===== src/rtl/tmrb_pkg.sv =====
// Shared constants and types for the tilemap rectangle blit address generator.
package tmrb_pkg;

  localparam int unsigned WordW      = 16;
  localparam int unsigned AddrW      = 16;
  localparam int unsigned OffsetW    = 11;
  localparam int unsigned ColW       = 5;
  localparam int unsigned RowW       = 5;
  localparam int unsigned CountW     = 8;
  localparam int unsigned CfgIndexW  = 3;
  localparam int unsigned CfgDataW   = 8;

  // Plane bases share the top nibble; bit 11 selects between them.
  localparam logic [3:0]           PlaneBaseNibble = 4'h9;
  localparam logic [OffsetW-1:0]   RowStep         = 11'h040;
  localparam logic [5:0]           ColStep         = 6'd2;
  localparam logic [WordW-1:0]     FlipMask        = 16'h8000;

  typedef enum logic [CfgIndexW-1:0] {
    REG_PLANE_SELECT = 3'd0,
    REG_START_COLUMN = 3'd1,
    REG_START_ROW    = 3'd2,
    REG_RECT_WIDTH   = 3'd3,
    REG_RECT_HEIGHT  = 3'd4,
    REG_MIRROR_MODE  = 3'd5
  } cfg_reg_t;

endpackage


===== src/rtl/tilemap_rect_blit_address_gen_unit.sv =====
// Top level of the tilemap rectangle blit address generator.
//
//   channel | direction | handshake            | payload
//   --------+-----------+----------------------+------------------------------------------
//   in_     | input     | in_valid / in_ready  | in_tile_word[15:0]
//   out_    | output    | out_valid / out_ready| out_write_address, out_write_word,
//           |           |                      | out_last_write
//   cfg_    | input     | cfg_valid / cfg_ready| cfg_index[2:0], cfg_data[7:0]
//
// Each word is turned into a write by registering it: the address walker and the output
// register sit back to back, so one word is taken per cycle under no stall.
// A word is accepted whenever the output register is empty or being drained.
// rst_n is synchronous; it empties the output register, rearms the origin and
// restores the register defaults. Words arriving with a zero width or height
// are taken and dropped. cfg_ready is always high.
module tilemap_rect_blit_address_gen_unit
  import tmrb_pkg::*;
(
  input  logic                 clk,
  input  logic                 rst_n,
  input  logic                 in_valid,
  output logic                 in_ready,
  input  logic [WordW-1:0]     in_tile_word,
  output logic                 out_valid,
  input  logic                 out_ready,
  output logic [AddrW-1:0]     out_write_address,
  output logic [WordW-1:0]     out_write_word,
  output logic                 out_last_write,
  input  logic                 cfg_valid,
  output logic                 cfg_ready,
  input  logic [CfgIndexW-1:0] cfg_index,
  input  logic [CfgDataW-1:0]  cfg_data
);

  // Configuration registers
  logic               plane_select_r;
  logic [ColW-1:0]    start_column_r;
  logic [RowW-1:0]    start_row_r;
  logic [CountW-1:0]  rect_width_r;
  logic [CountW-1:0]  rect_height_r;
  logic               mirror_mode_r;

  // Walker state
  logic               in_progress_r, in_progress_nxt;
  logic [OffsetW-1:0] row_offset_r, row_offset_nxt;
  logic [OffsetW-1:0] column_offset_r, column_offset_nxt;
  logic [CountW-1:0]  rows_done_r, rows_done_nxt;
  logic [CountW-1:0]  columns_done_r, columns_done_nxt;

  // Output register
  logic               out_valid_r, out_valid_nxt;
  logic [AddrW-1:0]   out_addr_r;
  logic [WordW-1:0]   out_word_r;
  logic               out_last_r;

  logic               in_fire;
  logic               cfg_fire;
  logic               cfg_hit;
  logic               rect_empty;
  logic               emit;
  logic [ColW-1:0]    origin_col;
  logic [OffsetW-1:0] origin;
  logic [OffsetW-1:0] cur_row;
  logic [OffsetW-1:0] cur_col;
  logic [CountW-1:0]  cur_rows;
  logic [CountW-1:0]  cur_cols;
  logic [5:0]         col_low_nxt;
  logic [CountW-1:0]  cols_inc;
  logic [CountW-1:0]  rows_inc;
  logic [OffsetW-1:0] row_step_sum;
  logic               row_end;
  logic               rect_end;

  assign cfg_ready = 1'b1;
  assign cfg_fire  = cfg_valid && cfg_ready;
  assign cfg_hit   = cfg_fire && (cfg_index < CfgIndexW'(REG_MIRROR_MODE + 3'd1));

  assign in_ready  = !out_valid_r || out_ready;
  assign in_fire   = in_valid && in_ready;

  assign rect_empty = (rect_width_r == '0) || (rect_height_r == '0);
  assign emit       = in_fire && !rect_empty;

  // In mirror mode the walk starts at the right edge of the rectangle.
  assign origin_col = mirror_mode_r ? (start_column_r + rect_width_r[ColW-1:0] - ColW'(1))
                                    : start_column_r;
  assign origin     = {start_row_r, origin_col, 1'b0};

  assign cur_row  = in_progress_r ? row_offset_r    : origin;
  assign cur_col  = in_progress_r ? column_offset_r : origin;
  assign cur_rows = in_progress_r ? rows_done_r     : '0;
  assign cur_cols = in_progress_r ? columns_done_r  : '0;

  assign col_low_nxt  = mirror_mode_r ? (cur_col[5:0] - ColStep) : (cur_col[5:0] + ColStep);
  assign cols_inc     = cur_cols + CountW'(1);
  assign rows_inc     = cur_rows + CountW'(1);
  assign row_step_sum = cur_row + RowStep;
  assign row_end      = (cols_inc >= rect_width_r);
  assign rect_end     = row_end && (rows_inc >= rect_height_r);

  always_comb begin
    in_progress_nxt   = in_progress_r;
    row_offset_nxt    = row_offset_r;
    column_offset_nxt = column_offset_r;
    rows_done_nxt     = rows_done_r;
    columns_done_nxt  = columns_done_r;
    if (emit) begin
      in_progress_nxt = 1'b1;
      row_offset_nxt  = cur_row;
      rows_done_nxt   = cur_rows;
      if (row_end) begin
        columns_done_nxt  = '0;
        row_offset_nxt    = row_step_sum;
        column_offset_nxt = row_step_sum;
        rows_done_nxt     = rows_inc;
        if (rect_end) begin
          in_progress_nxt = 1'b0;
          rows_done_nxt   = '0;
        end
      end else begin
        columns_done_nxt  = cols_inc;
        column_offset_nxt = {cur_col[OffsetW-1:6], col_low_nxt};
      end
    end
    // Any register write restarts the rectangle from its origin.
    if (cfg_hit) begin
      in_progress_nxt = 1'b0;
    end
  end

  always_comb begin
    out_valid_nxt = out_valid_r;
    if (out_valid_r && out_ready) begin
      out_valid_nxt = 1'b0;
    end
    if (emit) begin
      out_valid_nxt = 1'b1;
    end
  end

  always_ff @(posedge clk) begin
    if (!rst_n) begin
      plane_select_r  <= 1'b0;
      start_column_r  <= '0;
      start_row_r     <= '0;
      rect_width_r    <= CountW'(1);
      rect_height_r   <= CountW'(1);
      mirror_mode_r   <= 1'b0;
      in_progress_r   <= 1'b0;
      row_offset_r    <= '0;
      column_offset_r <= '0;
      rows_done_r     <= '0;
      columns_done_r  <= '0;
      out_valid_r     <= 1'b0;
    end else begin
      in_progress_r   <= in_progress_nxt;
      row_offset_r    <= row_offset_nxt;
      column_offset_r <= column_offset_nxt;
      rows_done_r     <= rows_done_nxt;
      columns_done_r  <= columns_done_nxt;
      out_valid_r     <= out_valid_nxt;
      if (cfg_fire) begin
        unique case (cfg_index)
          REG_PLANE_SELECT: plane_select_r <= cfg_data[0];
          REG_START_COLUMN: start_column_r <= cfg_data[ColW-1:0];
          REG_START_ROW:    start_row_r    <= cfg_data[RowW-1:0];
          REG_RECT_WIDTH:   rect_width_r   <= cfg_data;
          REG_RECT_HEIGHT:  rect_height_r  <= cfg_data;
          REG_MIRROR_MODE:  mirror_mode_r  <= cfg_data[0];
          default: begin
          end
        endcase
      end
    end
  end

  always_ff @(posedge clk) begin
    if (emit) begin
      out_addr_r <= {PlaneBaseNibble, plane_select_r, cur_col};
      out_word_r <= mirror_mode_r ? (in_tile_word ^ FlipMask) : in_tile_word;
      out_last_r <= rect_end;
    end
  end

  assign out_valid         = out_valid_r;
  assign out_write_address = out_addr_r;
  assign out_write_word    = out_word_r;
  assign out_last_write    = out_last_r;

endmodule


===== config.mk =====
export PLATFORM = sky130hd
export DESIGN_NAME = tilemap_rect_blit_address_gen_unit
export DESIGN_NICKNAME = d
export VERILOG_FILES = /design/src/rtl/tmrb_pkg.sv /design/src/rtl/tilemap_rect_blit_address_gen_unit.sv
export SDC_FILE = /design/constraint.sdc
export NUM_CORES = 1
export LEC_CHECK = 0
export ABC_CLOCK_PERIOD_IN_PS = 5200
export BUFFER_PORTS_ARGS = -buffer_cell sky130_fd_sc_hd__buf_2
export CORE_ASPECT_RATIO = 0.9
export CORE_MARGIN = 3
export CORE_UTILIZATION = 45
export DETAILED_ROUTE_END_ITERATION = 12
export PLACE_DENSITY_LB_ADDON = 0.2
export SYNTH_ARGS = -nofsm -noshare
export SYNTH_HDL_FRONTEND = slang
export SYNTH_SLANG_ARGS = --single-unit

===== constraint.sdc =====
create_clock -name clk -period 5.2 [get_ports clk]
set_input_delay 0.52 -clock clk [delete_from_list [all_inputs] [get_ports clk]]
set_output_delay 0.52 -clock clk [all_outputs]
set_load 0.01 [all_outputs]

==> qor.csv <==
metric,value,unit
crit_start,in_progress_r,
power.net_switching,429,uW
yosys.cell_types.count,54,
worstPathArrival,4.10,ns
reg2regPathDepth,15,
wl_per_cell,14.8,microns
p_clk_frac,0.371,
std_cell_rows,35,
cts.sinks,97,
power.internal,1230,uW
grt_pass1_wl,18.9,mm
combinationalPowerShare,0.125,
swShare,0.259,
clk_latency,0.34,ns
period_share,0.753,
multi_input_area,2510,sq um
start_kind,flop,
ant_nets,0,
cts_inserted_buffers,9,
yosys_warnings,0,
drc,0,
synth_mux_area_frac,0.0301,
ir_worst_vdd,0.200,mV
holdPathStages,1,
seq_area,2230,sq um
hpwl,7.96,mm
synth-simple-area-share,0.191,
synth_seq_cells,97,
die_w,117,microns
status,finished clean,
hp-class,primary input to flop,
cts-root-buf,clkbuf_16,
post_synth_instance_area,5030,sq um
path_class,flop to flop,
io_pins,68,
min_from,in_tile_word[11],
grt_pass1_vias,3871,
p_per_area,292,nW/um^2
diodes,0,
path_max_fanout,20,
ys_seq_area_frac,0.443,
area_growth,12.6,%
synth_compound_area_frac,0.147,
grt_overflow_total,0,
synth_edf_count,29,
netlist_instances,564,
drtIter0Drc,298,
clk_pin_slew,0.07,ns
setup_tns,0,ns
ctsResizeCount,0,
die_area,12500,sq um
max_slew_margin,0.243,
critPathRequiredTime,5.38,ns
finalSetupViolations,0,
worst_pin_slew,1.13,ns
num-nets-final,674,
first_pass_iters,4,
ys.flop_type,dfxtp_1,
setup_ws,1.28,ns
max_freq,255,MHz
synthAdderAreaFrac,0.0800,
end_kind,flop,
wirelength,11.3,mm
routabilityCongestion,0.829,
leakage,0.00224,uW
max-cap-violations,0,
fillers,982,
finClkSkew,0.00970,ns
post_cts_buffers,0,
synth_area_leaders,"dfxtp_1 27%, edfxtp_1 17%, ha_1 7.2%, nand2_1 6.1%, a21oi_1 5.0%",
rr_startpoint,in_progress_r,
antenna_found_initial,0,
rrSetupSlack,1.28,ns
min_period,3.92,ns
pwr-share-seq,0.505,
synth_top_family_by_area,simple AND/OR/NAND/NOR gates,
slew_violations,0,
syn_area_per_cell,8.93,sq um
ctsLongestPathBuffers,2,
core_area,10600,sq um
die_h,106,microns
initial_utilization,0.477,
htreeDepth,3,
rsz0062_at_grt,no,
yosysTopAreaCellShare,0.270,
min_to,out_write_word[11],
hold_viol,0,
port_buffers,62,
synth-xor-area-share,0.0452,
yosys.area.top_type,dfxtp_1,
finish.utilization,0.537,
cts_tree,yes,
r2r_end,row_offset_r[9],
layout-drive-gt1-share,0.144,
via_count,4094,
track_usage,0.186,
grt_max_degree,65,
synthArstFlopShare,0,
pre_cts_ws,1.36,ns
vias_per_cell,5.36,
holdBufCountCts,0,
[cell usage after synthesis, types with 6 or more instances]
| library cell | n |
|---|---|
| xor2_1 | 15 |
| buf_4 | 7 |
| nand3_1 | 17 |
| nand2_1 | 82 |
| inv_1 | 34 |
| dfxtp_1 | 68 |
| o21ai_0 | 8 |
| a21oi_1 | 50 |
| and2_1 | 6 |
| nor2b_1 | 6 |
| buf_2 | 7 |
| a22oi_1 | 13 |
| ha_1 | 29 |
| a21o_1 | 9 |
| clkbuf_1 | 13 |
| a211oi_1 | 11 |
| mux2i_1 | 14 |
| edfxtp_1 | 29 |
| nor3_1 | 7 |
| nor2_1 | 62 |
| xnor2_1 | 11 |
[placed cells by master (no fill, tap or decap), types with 4 or more instances in the layout]
master and instances:
o211ai_1 5, inv_1 34, nor3_1 7, edfxtp_1 29, nor2b_1 6, clkbuf_16 9
o21ai_0 8, buf_2 62, xor2_1 15, a21o_1 9, xnor2_1 11, and2_1 6
nor4_1 4, a22oi_1 13, a211oi_1 11, dfxtp_1 68, mux2i_1 14, nand2_1 82
a21oi_1 49, ha_1 29, nand3_1 17, nand2b_1 5, nor2_1 62, conb_1 5
[power by group through the flow]
stage / logic (uW) / registers (uW) / clock network, uW
2_1_floorplan: 139 / 857 / 0
3_3_place_gp: 202 / 851 / 0
3_5_place_dp: 207 / 852 / 0
4_1_cts: 208 / 835 / 630
5_1_grt: 231 / 839 / 663
6_report: 206 / 835 / 614
[area by class of cell]
class	instances	share of cell area
Clock inverter	3	0.00353
Inverter	37	0.0245
Multi-Input combinational cell	401	0.443
Clock buffer	13	0.0442
Sequential cell	97	0.394
Tap cell	148	0.0327
Timing Repair Buffer	65	0.0587
[routing by layer]
layer	wire [microns]	up-vias	global-route usage
li1	-	2036	-
met1	5470	1950	0.256
met2	5150	97	0.293
met3	549	11	0.0426
met4	176	0	0.0527
met5	0	-	0
[logic make-up (layout without fill, tap and decap cells)]
family                     Yosys count  after routing
AOI/OAI and AO/OA                  116            116
buffers and inverters               69            118
xor gates and xnor gates            26             26
adders and majority gates           31             31
muxes                               15             15
DFF                                 97             97
and+or+nand+nor                    208            208
other                                2              5
[flip-flops by register name (all words and copies together), names as in the netlist, 8 cells and up]
signal             count
out_write_address     12
rect_height_r          8
rows_done_r            8
out_write_word        16
column_offset_r       11
columns_done_r         8
rect_width_r           8
row_offset_r          11
[worst max path at each step]
stage / end / slack (ns) / cells past startpoint
after floorplan: rows_done_r[2] / 1.78 / 17
after global placement: row_offset_r[9] / 1.56 / 15
after detailed placement: row_offset_r[9] / 1.36 / 15
after CTS: row_offset_r[9] / 1.31 / 15
after global routing: row_offset_r[9] / 0.89 / 15
final: row_offset_r[9] / 1.28 / 15
[through the flow]
stage / instance area [sq um] / total power [uW] / std cells / hold slack, ns
after CTS: 5670 / 1670 / 764 / 0.339
after floorplan: 5050 / 997 / 567 / 0.408
after global placement: 5400 / 1050 / 748 / 0.427
after global routing: 5670 / 1730 / 764 / 0.337
final: 5670 / 1660 / 764 / 0.349
after detailed placement: 5400 / 1060 / 748 / 0.447
[critical path, cell delays in order, from the launching register on]
cell	delay (ns)
dfxtp_1	0.64
nand2_1	0.18
inv_1	0.12
ha_1	0.18
nand3_1	0.14
or3_1	0.37
a21oi_1	0.21
ha_1	0.26
nand2_1	0.10
o21ai_0	0.12
a21oi_2	0.44
buf_4	0.34
nand2b_1	0.22
nor2_1	0.08
a221oi_1	0.28
nor2_1	0.08
Note: power is estimated with default switching activity, not from simulation.
